--- src/sv/sle_pkg.sv ---
// sle_pkg: shared types and constants of the serial line editor
package sle_pkg;

    localparam int unsigned ACT_W  = 3;
    localparam int unsigned BYTE_W = 8;
    localparam int unsigned LIM_W  = 7;
    localparam int unsigned MODE_W = 2;

    localparam logic [ACT_W-1:0] ACT_ECHO     = 3'd0;
    localparam logic [ACT_W-1:0] ACT_ERASE    = 3'd1;
    localparam logic [ACT_W-1:0] ACT_REPROMPT = 3'd2;
    localparam logic [ACT_W-1:0] ACT_LINE     = 3'd3;
    localparam logic [ACT_W-1:0] ACT_OVERFLOW = 3'd4;

    localparam logic [MODE_W-1:0] MODE_NORMAL = 2'd0;
    localparam logic [MODE_W-1:0] MODE_ESC    = 2'd1;
    localparam logic [MODE_W-1:0] MODE_CSI    = 2'd2;

    localparam logic [BYTE_W-1:0] CH_NUL  = 8'h00;
    localparam logic [BYTE_W-1:0] CH_BS   = 8'h08;
    localparam logic [BYTE_W-1:0] CH_CR   = 8'h0D;
    localparam logic [BYTE_W-1:0] CH_ESC  = 8'h1B;
    localparam logic [BYTE_W-1:0] CH_DEL  = 8'h7F;
    localparam logic [BYTE_W-1:0] CH_LBRK = 8'h5B;
    localparam logic [BYTE_W-1:0] CH_LC_A = 8'h61;
    localparam logic [BYTE_W-1:0] CH_LC_Z = 8'h7A;
    localparam logic [BYTE_W-1:0] CH_UC_A = 8'h41;
    localparam logic [BYTE_W-1:0] CH_UC_Z = 8'h5A;

    localparam logic [LIM_W-1:0] LIMIT_RESET = 7'd64;

    typedef enum logic [3:0] {
        ST_IDLE = 4'b0001,
        ST_RD   = 4'b0010,
        ST_LINE = 4'b0100,
        ST_OVF  = 4'b1000
    } sle_state_t;

    // controller to datapath
    typedef struct packed {
        logic accept;
        logic rd_issue;
        logic load_line;
        logic load_ovf;
        logic idx_inc;
        logic dump_done;
    } sle_cmd_t;

    // datapath to controller
    typedef struct packed {
        logic out_free;
        logic dump_start;
        logic ovf_start;
        logic last_idx;
    } sle_status_t;

endpackage

--- src/sv/serial_line_editor_unit.sv ---
// serial_line_editor_unit: top level of the serial line editor
//
// s_* carries received terminal bytes, one byte per transaction.
// m_* carries editor results: action and data byte in m_tdata, m_tlast
// marks the final result caused by one input byte.
// cfg_* writes the line limit (count at which the line is discarded).
// An ordinary byte, reprompt, or backspace on a non-empty line gives one
// result, registered on acceptance; the next byte can be taken in
// the following cycle if the receiver takes it. A stored byte that reaches
// the limit gives echo then overflow. Carriage return on a non-empty line
// streams it byte by byte (store read, then output load), up to LINE_MAX-1
// bytes; no byte is accepted until the stream ends.
// Reset clears edit mode, count and stream index, sets the limit to 64 and
// empties the output register; the line store itself is not cleared.
// When the receiver stalls, the result holds in the output register and
// s_tready drops until it can take the next result.
module serial_line_editor_unit
    import sle_pkg::*;
#(
    parameter int unsigned LINE_MAX = 64
) (
    input  logic             aclk,
    input  logic             aresetn,
    input  logic             s_tvalid,
    output logic             s_tready,
    input  logic [7:0]       s_tdata,   // [7:0] rx_byte
    output logic             m_tvalid,
    input  logic             m_tready,
    output logic [15:0]      m_tdata,   // [2:0] action, [10:3] data_byte, [15:11] zero
    output logic             m_tlast,
    input  logic             cfg_valid,
    output logic             cfg_ready,
    input  logic [LIM_W-1:0] cfg_data   // [6:0] line_limit
);

    sle_cmd_t          cmd;
    sle_status_t       st;
    logic [ACT_W-1:0]  m_action;
    logic [BYTE_W-1:0] m_data_byte;

    assign cfg_ready = 1'b1;
    assign m_tdata   = {5'd0, m_data_byte, m_action};

    sle_ctrl u_ctrl (
        .aclk     (aclk),
        .aresetn  (aresetn),
        .s_tvalid (s_tvalid),
        .s_tready (s_tready),
        .st       (st),
        .cmd      (cmd)
    );

    sle_datapath #(
        .LINE_MAX (LINE_MAX)
    ) u_datapath (
        .aclk        (aclk),
        .aresetn     (aresetn),
        .rx_byte     (s_tdata),
        .cfg_wr      (cfg_valid && cfg_ready),
        .cfg_data    (cfg_data),
        .cmd         (cmd),
        .st          (st),
        .m_tready    (m_tready),
        .m_tvalid    (m_tvalid),
        .m_action    (m_action),
        .m_data_byte (m_data_byte),
        .m_tlast     (m_tlast)
    );

endmodule

--- src/sv/sle_ctrl.sv ---
// sle_ctrl: sequencing of input acceptance, line streaming and overflow report
module sle_ctrl
    import sle_pkg::*;
(
    input  logic        aclk,
    input  logic        aresetn,
    input  logic        s_tvalid,
    output logic        s_tready,
    input  sle_status_t st,
    output sle_cmd_t    cmd
);

    sle_state_t state_reg, state_next;

    always_ff @(posedge aclk) begin
        if (!aresetn) begin
            state_reg <= ST_IDLE;
        end else begin
            state_reg <= state_next;
        end
    end

    always_comb begin
        state_next = state_reg;
        cmd        = '0;
        s_tready   = 1'b0;
        unique case (state_reg)
            ST_IDLE: begin
                s_tready   = st.out_free;
                cmd.accept = s_tvalid && st.out_free;
                if (cmd.accept && st.dump_start) begin
                    state_next = ST_RD;
                end else if (cmd.accept && st.ovf_start) begin
                    state_next = ST_OVF;
                end
            end
            ST_RD: begin
                cmd.rd_issue = 1'b1;
                state_next   = ST_LINE;
            end
            ST_LINE: begin
                if (st.out_free) begin
                    cmd.load_line = 1'b1;
                    if (st.last_idx) begin
                        cmd.dump_done = 1'b1;
                        state_next    = ST_IDLE;
                    end else begin
                        cmd.idx_inc = 1'b1;
                        state_next  = ST_RD;
                    end
                end
            end
            ST_OVF: begin
                if (st.out_free) begin
                    cmd.load_ovf = 1'b1;
                    state_next   = ST_IDLE;
                end
            end
            default: begin
                state_next = ST_IDLE;
            end
        endcase
    end

endmodule

--- src/sv/sle_datapath.sv ---
// sle_datapath: edit mode, character count, line store and output register
module sle_datapath
    import sle_pkg::*;
#(
    parameter int unsigned LINE_MAX = 64
) (
    input  logic              aclk,
    input  logic              aresetn,
    input  logic [BYTE_W-1:0] rx_byte,
    input  logic              cfg_wr,
    input  logic [LIM_W-1:0]  cfg_data,
    input  sle_cmd_t          cmd,
    output sle_status_t       st,
    input  logic              m_tready,
    output logic              m_tvalid,
    output logic [ACT_W-1:0]  m_action,
    output logic [BYTE_W-1:0] m_data_byte,
    output logic              m_tlast
);

    localparam int unsigned IW = $clog2(LINE_MAX);
    localparam int unsigned CW = $clog2(LINE_MAX + 1);
    localparam logic [LIM_W-1:0] LIMIT_MAX = LIM_W'(LINE_MAX);

    logic [BYTE_W-1:0] line_mem [LINE_MAX];
    logic [BYTE_W-1:0] rd_data_reg;

    logic [MODE_W-1:0] mode_reg, mode_next;
    logic [CW-1:0]     count_reg, count_next;
    logic [IW-1:0]     idx_reg, idx_next;
    logic [LIM_W-1:0]  limit_reg;

    logic              out_valid_reg, out_valid_next;
    logic [ACT_W-1:0]  out_act_reg, out_act_next;
    logic [BYTE_W-1:0] out_data_reg, out_data_next;
    logic              out_last_reg, out_last_next;

    logic              in_seq;
    logic              is_letter;
    logic              store_en;
    logic [CW-1:0]     count_inc;
    logic [LIM_W-1:0]  eff_limit;
    logic              hit_limit;

    assign in_seq    = (mode_reg == MODE_ESC) || (mode_reg == MODE_CSI);
    assign is_letter = ((rx_byte >= CH_LC_A) && (rx_byte <= CH_LC_Z)) ||
                       ((rx_byte >= CH_UC_A) && (rx_byte <= CH_UC_Z));
    assign store_en  = !in_seq && (rx_byte != CH_CR) && (rx_byte != CH_BS) &&
                       (rx_byte != CH_DEL) && (rx_byte != CH_ESC) && (rx_byte != CH_NUL);
    assign count_inc = count_reg + CW'(1);

    always_comb begin
        priority if (limit_reg == '0) begin
            eff_limit = LIM_W'(1);
        end else if (limit_reg > LIMIT_MAX) begin
            eff_limit = LIMIT_MAX;
        end else begin
            eff_limit = limit_reg;
        end
    end

    assign hit_limit = LIM_W'(count_inc) >= eff_limit;

    assign st.out_free   = !out_valid_reg || m_tready;
    assign st.dump_start = !in_seq && (rx_byte == CH_CR) && (count_reg != '0);
    assign st.ovf_start  = store_en && hit_limit;
    assign st.last_idx   = (CW'(idx_reg) + CW'(1)) == count_reg;

    always_comb begin
        mode_next      = mode_reg;
        count_next     = count_reg;
        idx_next       = idx_reg;
        out_valid_next = out_valid_reg && !m_tready;
        out_act_next   = out_act_reg;
        out_data_next  = out_data_reg;
        out_last_next  = out_last_reg;

        if (cmd.accept) begin
            priority if (in_seq) begin
                if (rx_byte == CH_LBRK) begin
                    mode_next = MODE_CSI;
                end else if (is_letter || (mode_reg == MODE_ESC)) begin
                    mode_next = MODE_NORMAL;
                end
            end else if (rx_byte == CH_CR) begin
                // a non-empty line is streamed by the controller
                if (count_reg == '0) begin
                    out_valid_next = 1'b1;
                    out_act_next   = ACT_REPROMPT;
                    out_data_next  = '0;
                    out_last_next  = 1'b1;
                end
            end else if ((rx_byte == CH_BS) || (rx_byte == CH_DEL)) begin
                if (count_reg != '0) begin
                    count_next     = count_reg - CW'(1);
                    out_valid_next = 1'b1;
                    out_act_next   = ACT_ERASE;
                    out_data_next  = '0;
                    out_last_next  = 1'b1;
                end
            end else if (rx_byte == CH_ESC) begin
                mode_next = MODE_ESC;
            end else if (rx_byte == CH_NUL) begin
                mode_next = mode_reg;
            end else begin
                out_valid_next = 1'b1;
                out_act_next   = ACT_ECHO;
                out_data_next  = rx_byte;
                out_last_next  = !hit_limit;
                count_next     = hit_limit ? '0 : count_inc;
            end
        end

        if (cmd.load_line) begin
            out_valid_next = 1'b1;
            out_act_next   = ACT_LINE;
            out_data_next  = rd_data_reg;
            out_last_next  = st.last_idx;
        end

        if (cmd.load_ovf) begin
            out_valid_next = 1'b1;
            out_act_next   = ACT_OVERFLOW;
            out_data_next  = '0;
            out_last_next  = 1'b1;
        end

        if (cmd.idx_inc) begin
            idx_next = idx_reg + IW'(1);
        end

        if (cmd.dump_done) begin
            idx_next   = '0;
            count_next = '0;
        end
    end

    always_ff @(posedge aclk) begin
        if (!aresetn) begin
            mode_reg      <= MODE_NORMAL;
            count_reg     <= '0;
            idx_reg       <= '0;
            limit_reg     <= LIMIT_RESET;
            out_valid_reg <= 1'b0;
        end else begin
            mode_reg      <= mode_next;
            count_reg     <= count_next;
            idx_reg       <= idx_next;
            out_valid_reg <= out_valid_next;
            if (cfg_wr) begin
                limit_reg <= cfg_data;
            end
        end
    end

    always_ff @(posedge aclk) begin
        out_act_reg  <= out_act_next;
        out_data_reg <= out_data_next;
        out_last_reg <= out_last_next;
    end

    // count stays below LINE_MAX whenever a byte is stored
    always_ff @(posedge aclk) begin
        if (cmd.accept && store_en) begin
            line_mem[count_reg[IW-1:0]] <= rx_byte;
        end
        if (cmd.rd_issue) begin
            rd_data_reg <= line_mem[idx_reg];
        end
    end

    assign m_tvalid    = out_valid_reg;
    assign m_action    = out_act_reg;
    assign m_data_byte = out_data_reg;
    assign m_tlast     = out_last_reg;

endmodule

--- config.mk ---
export PLATFORM = sky130hd
export DESIGN_NAME = serial_line_editor_unit
export DESIGN_NICKNAME = d
export VERILOG_FILES = /design/src/sv/sle_pkg.sv /design/src/sv/serial_line_editor_unit.sv /design/src/sv/sle_ctrl.sv /design/src/sv/sle_datapath.sv
export SDC_FILE = /design/constraint.sdc
export NUM_CORES = 1
export LEC_CHECK = 0
export ABC_AREA = 1
export ABC_CLOCK_PERIOD_IN_PS = 7650
export BUFFER_PORTS_ARGS = -buffer_cell sky130_fd_sc_hd__buf_2
export CORE_ASPECT_RATIO = 1.4
export CORE_MARGIN = 2
export CORE_UTILIZATION = 48
export CTS_CLUSTER_DIAMETER = 200
export DETAILED_ROUTE_END_ITERATION = 12
export PLACE_DENSITY_LB_ADDON = 0.1
export REMOVE_ABC_BUFFERS = 1
export SLEW_MARGIN = 20
export SYNTH_ARGS = -nofsm -noshare
export SYNTH_HDL_FRONTEND = slang
export SYNTH_SLANG_ARGS = --single-unit
--- constraint.sdc ---
create_clock -name aclk -period 7.65 [get_ports aclk]
set_input_delay 1.1475 -clock aclk [delete_from_list [all_inputs] [get_ports aclk]]
set_output_delay 1.1475 -clock aclk [all_outputs]
set_load 0.1 [all_outputs]
==> flow_summary.json <==
{
  "outcome": "finished clean",
  "grt.overflow.total": 0,
  "cp-end-kind": "register",
  "hold_path_class": "reg -> reg",
  "setup_violations": 0,
  "drv_slew": 0,
  "p_per_area_nw_per_um2": 260,
  "ys_seq_elements": 559,
  "yosysUniqueCellTypes": 39,
  "ant_nets": 0,
  "leakage_uw": 0.00917,
  "grt_setup_unrepaired": "false",
  "stdcell_area_sq_um": 25900,
  "port_buffers": 33,
  "final_cell_mix": "520 x edfxtp_1, 394 x nand2_1, 378 x nor2_1",
  "wl_met1_microns": 25200,
  "largest_reg_flops": 512,
  "relSlewSlack": 0.345,
  "place_area_sq_um": 24300,
  "grt_util_all_layers": 0.263,
  "hold_buffers": 0,
  "layout.nets": 2152,
  "drcViolationCount": 0,
  "initialDrtViolationCount": 1629,
  "placementRows": 96,
  "cts.sinks": 559,
  "detail_route.vias_per_cell": 5.86,
  "die_area_sq_um": 51200,
  "cts_tree": "built",
  "routabilityCongestion": 0.929,
  "period_needed_ps": 3560,
  "worst_setup_path_start_kind": "input port",
  "vdd_drop_max_v": 0.000354,
  "syn_area_sq_um": 23700,
  "grt_pass1_vias": 16000,
  "cts_inserted_buffers": 51,
  "drive_gt1_frac": 0.0838,
  "yosys_warnings": 0,
  "fin_skew_ps": 31.1,
  "io_pins": 40,
  "clk_pin_slew_ps": 60,
  "arrival_ps": 3770,
  "synth_top_area_share": 0.659,
  "worstPathMaxFanout": 20,
  "fp.dieH_microns": 267,
  "antennaDiodeCount": 0,
  "die_x_microns": 192,
  "max_freq_mhz": 281,
  "top_layer_used": "met4",
  "grt_pass1_wl_microns": 98700,
  "clkLatencyLatePin_ps": 590,
  "wl_per_cell_microns": 23.9,
  "max_cap_viol_count": 0,
  "area_growth_pct": 9.44,
  "h-tree-depth": 2,
  "finalSetupTns_ps": 0,
  "synth_area_leader_cell": "edfxtp_1",
  "wirelength_microns": 66800,
  "antenna_found_initial": 1,
  "synthTopCellsByArea": "edfxtp_1 66%, nand2_1 6.2%, nor2_1 6.0%, o21ai_0 5.2%, o22ai_1 3.4%",
  "clockBufferDepth": 3,
  "tightestPinTransition_ps": 983,
  "fillers": 4309,
  "final.period_utilization": 0.465,
  "yosysSeqAreaShare": 0.692,
  "grt_max_degree": 98,
  "start_util": 0.485,
  "syn_inst": 2135,
  "crit_required_ps": 7860,
  "cts_post_setup_buffers_inserted": 0,
  "syn_area_per_cell_sq_um": 11.1,
  "core_area_sq_um": 48900,
  "cts-resized-gates": 0,
  "crit_type": "in -> reg",
  "via_count": 16400,
  "wl_met3_microns": 4190,
  "cts_root_buffer": "clkbuf_16",
  "hold_viol_final": 0,
  "met2_length_microns": 34500,
  "drtPass1Iterations": 6,
  "layout_commonest_cell": "edfxtp_1",
  "dp_hpwl_microns": 42000
}
## synth_stat cells (all sizes together)
cell type,n
a22oi,2
nand3,106
or2,1
o21ai,284
xor2,6
edfxtp,520
a31oi,2
clkbuf,59
o21a,2
nand2,405
and2,1
conb,2
nor3,9
nor2,389
buf,68
a21boi,1
nand4,7
clkinv,1
o211ai,1
a21oi,24
dfxtp,39
o22ai,128
ha,12
inv,66
## metal layers
| layer | vias up | track usage |
|---|---|---|
| li1 | 7501 | - |
| met1 | 8027 | 0.325 |
| met2 | 716 | 0.462 |
| met3 | 137 | 0.0316 |
| met4 | 0 | 0.111 |
| met5 | - | 0 |
## per-stage QoR
stage | instances | total power [uW] | hold WS (ps) | util | setup WS (ps)
finish | 2797 | 6750 | 466 | 0.531 | 4090
global route | 2797 | 6950 | 493 | 0.531 | 3930
detailed placement | 2704 | 4230 | 453 | 0.496 | 3500
floorplan | 2012 | 4020 | 439 | - | 14.8
CTS | 2797 | 6790 | 468 | 0.531 | 4140
global placement | 2704 | 4230 | 448 | 0.496 | 3630
## report_power, final
group / total, uW / switching [uW] / internal [uW]
sequential: 3440 / 36.0 / 3400
combinational: 727 / 591 / 136
clock: 2580 / 1100 / 1490
## final timing paths
path / from / endpoint / slack (ps) / cells past startpoint
worst max-delay path: s_tdata[7] / u_datapath.line_mem[23][3] / 4090 / 11
worst min-delay path: u_datapath.m_action[1] / u_datapath.m_action[1] / 470 / 2
worst max register to register: u_datapath.idx_reg[1] / u_datapath.rd_data_reg[5] / 4150 / 10
worst min register to register: u_datapath.m_action[1] / u_datapath.m_action[1] / 470 / 2
## cell type report
class / instances / area (sq um) / share of cell area
clock buffer: 73 / 1450 / 0.0560
clock inverter: 20 / 225 / 0.00868
inverter: 67 / 258 / 0.00993
multi-input combinational: 1386 / 6480 / 0.250
sequential: 559 / 16400 / 0.632
tap: 637 / 797 / 0.0307
timing repair buffer: 55 / 330 / 0.0127
## cell families after synthesis
kind of cell / after synthesis / share of synthesized area
flops: 559 / 0.692
xor+xnor: 6 / 0.00222
other cells: 2 / 0.000317
buf+inv: 194 / 0.0363
compound gates: 444 / 0.102
fa+ha+maj: 12 / 0.00633
simple gates: 918 / 0.162
## worst max-delay path, cell delays in order
cell and delay (ps):
buf_2 470, inv_2 100, nand2_1 100, nor3_2 50
nand2_1 150, nand2_1 130, nor2_4 160, nand2_4 140
nor2_8 160, nand2_1 430, nor2_1 700
(Power assumes the default switching activity.)
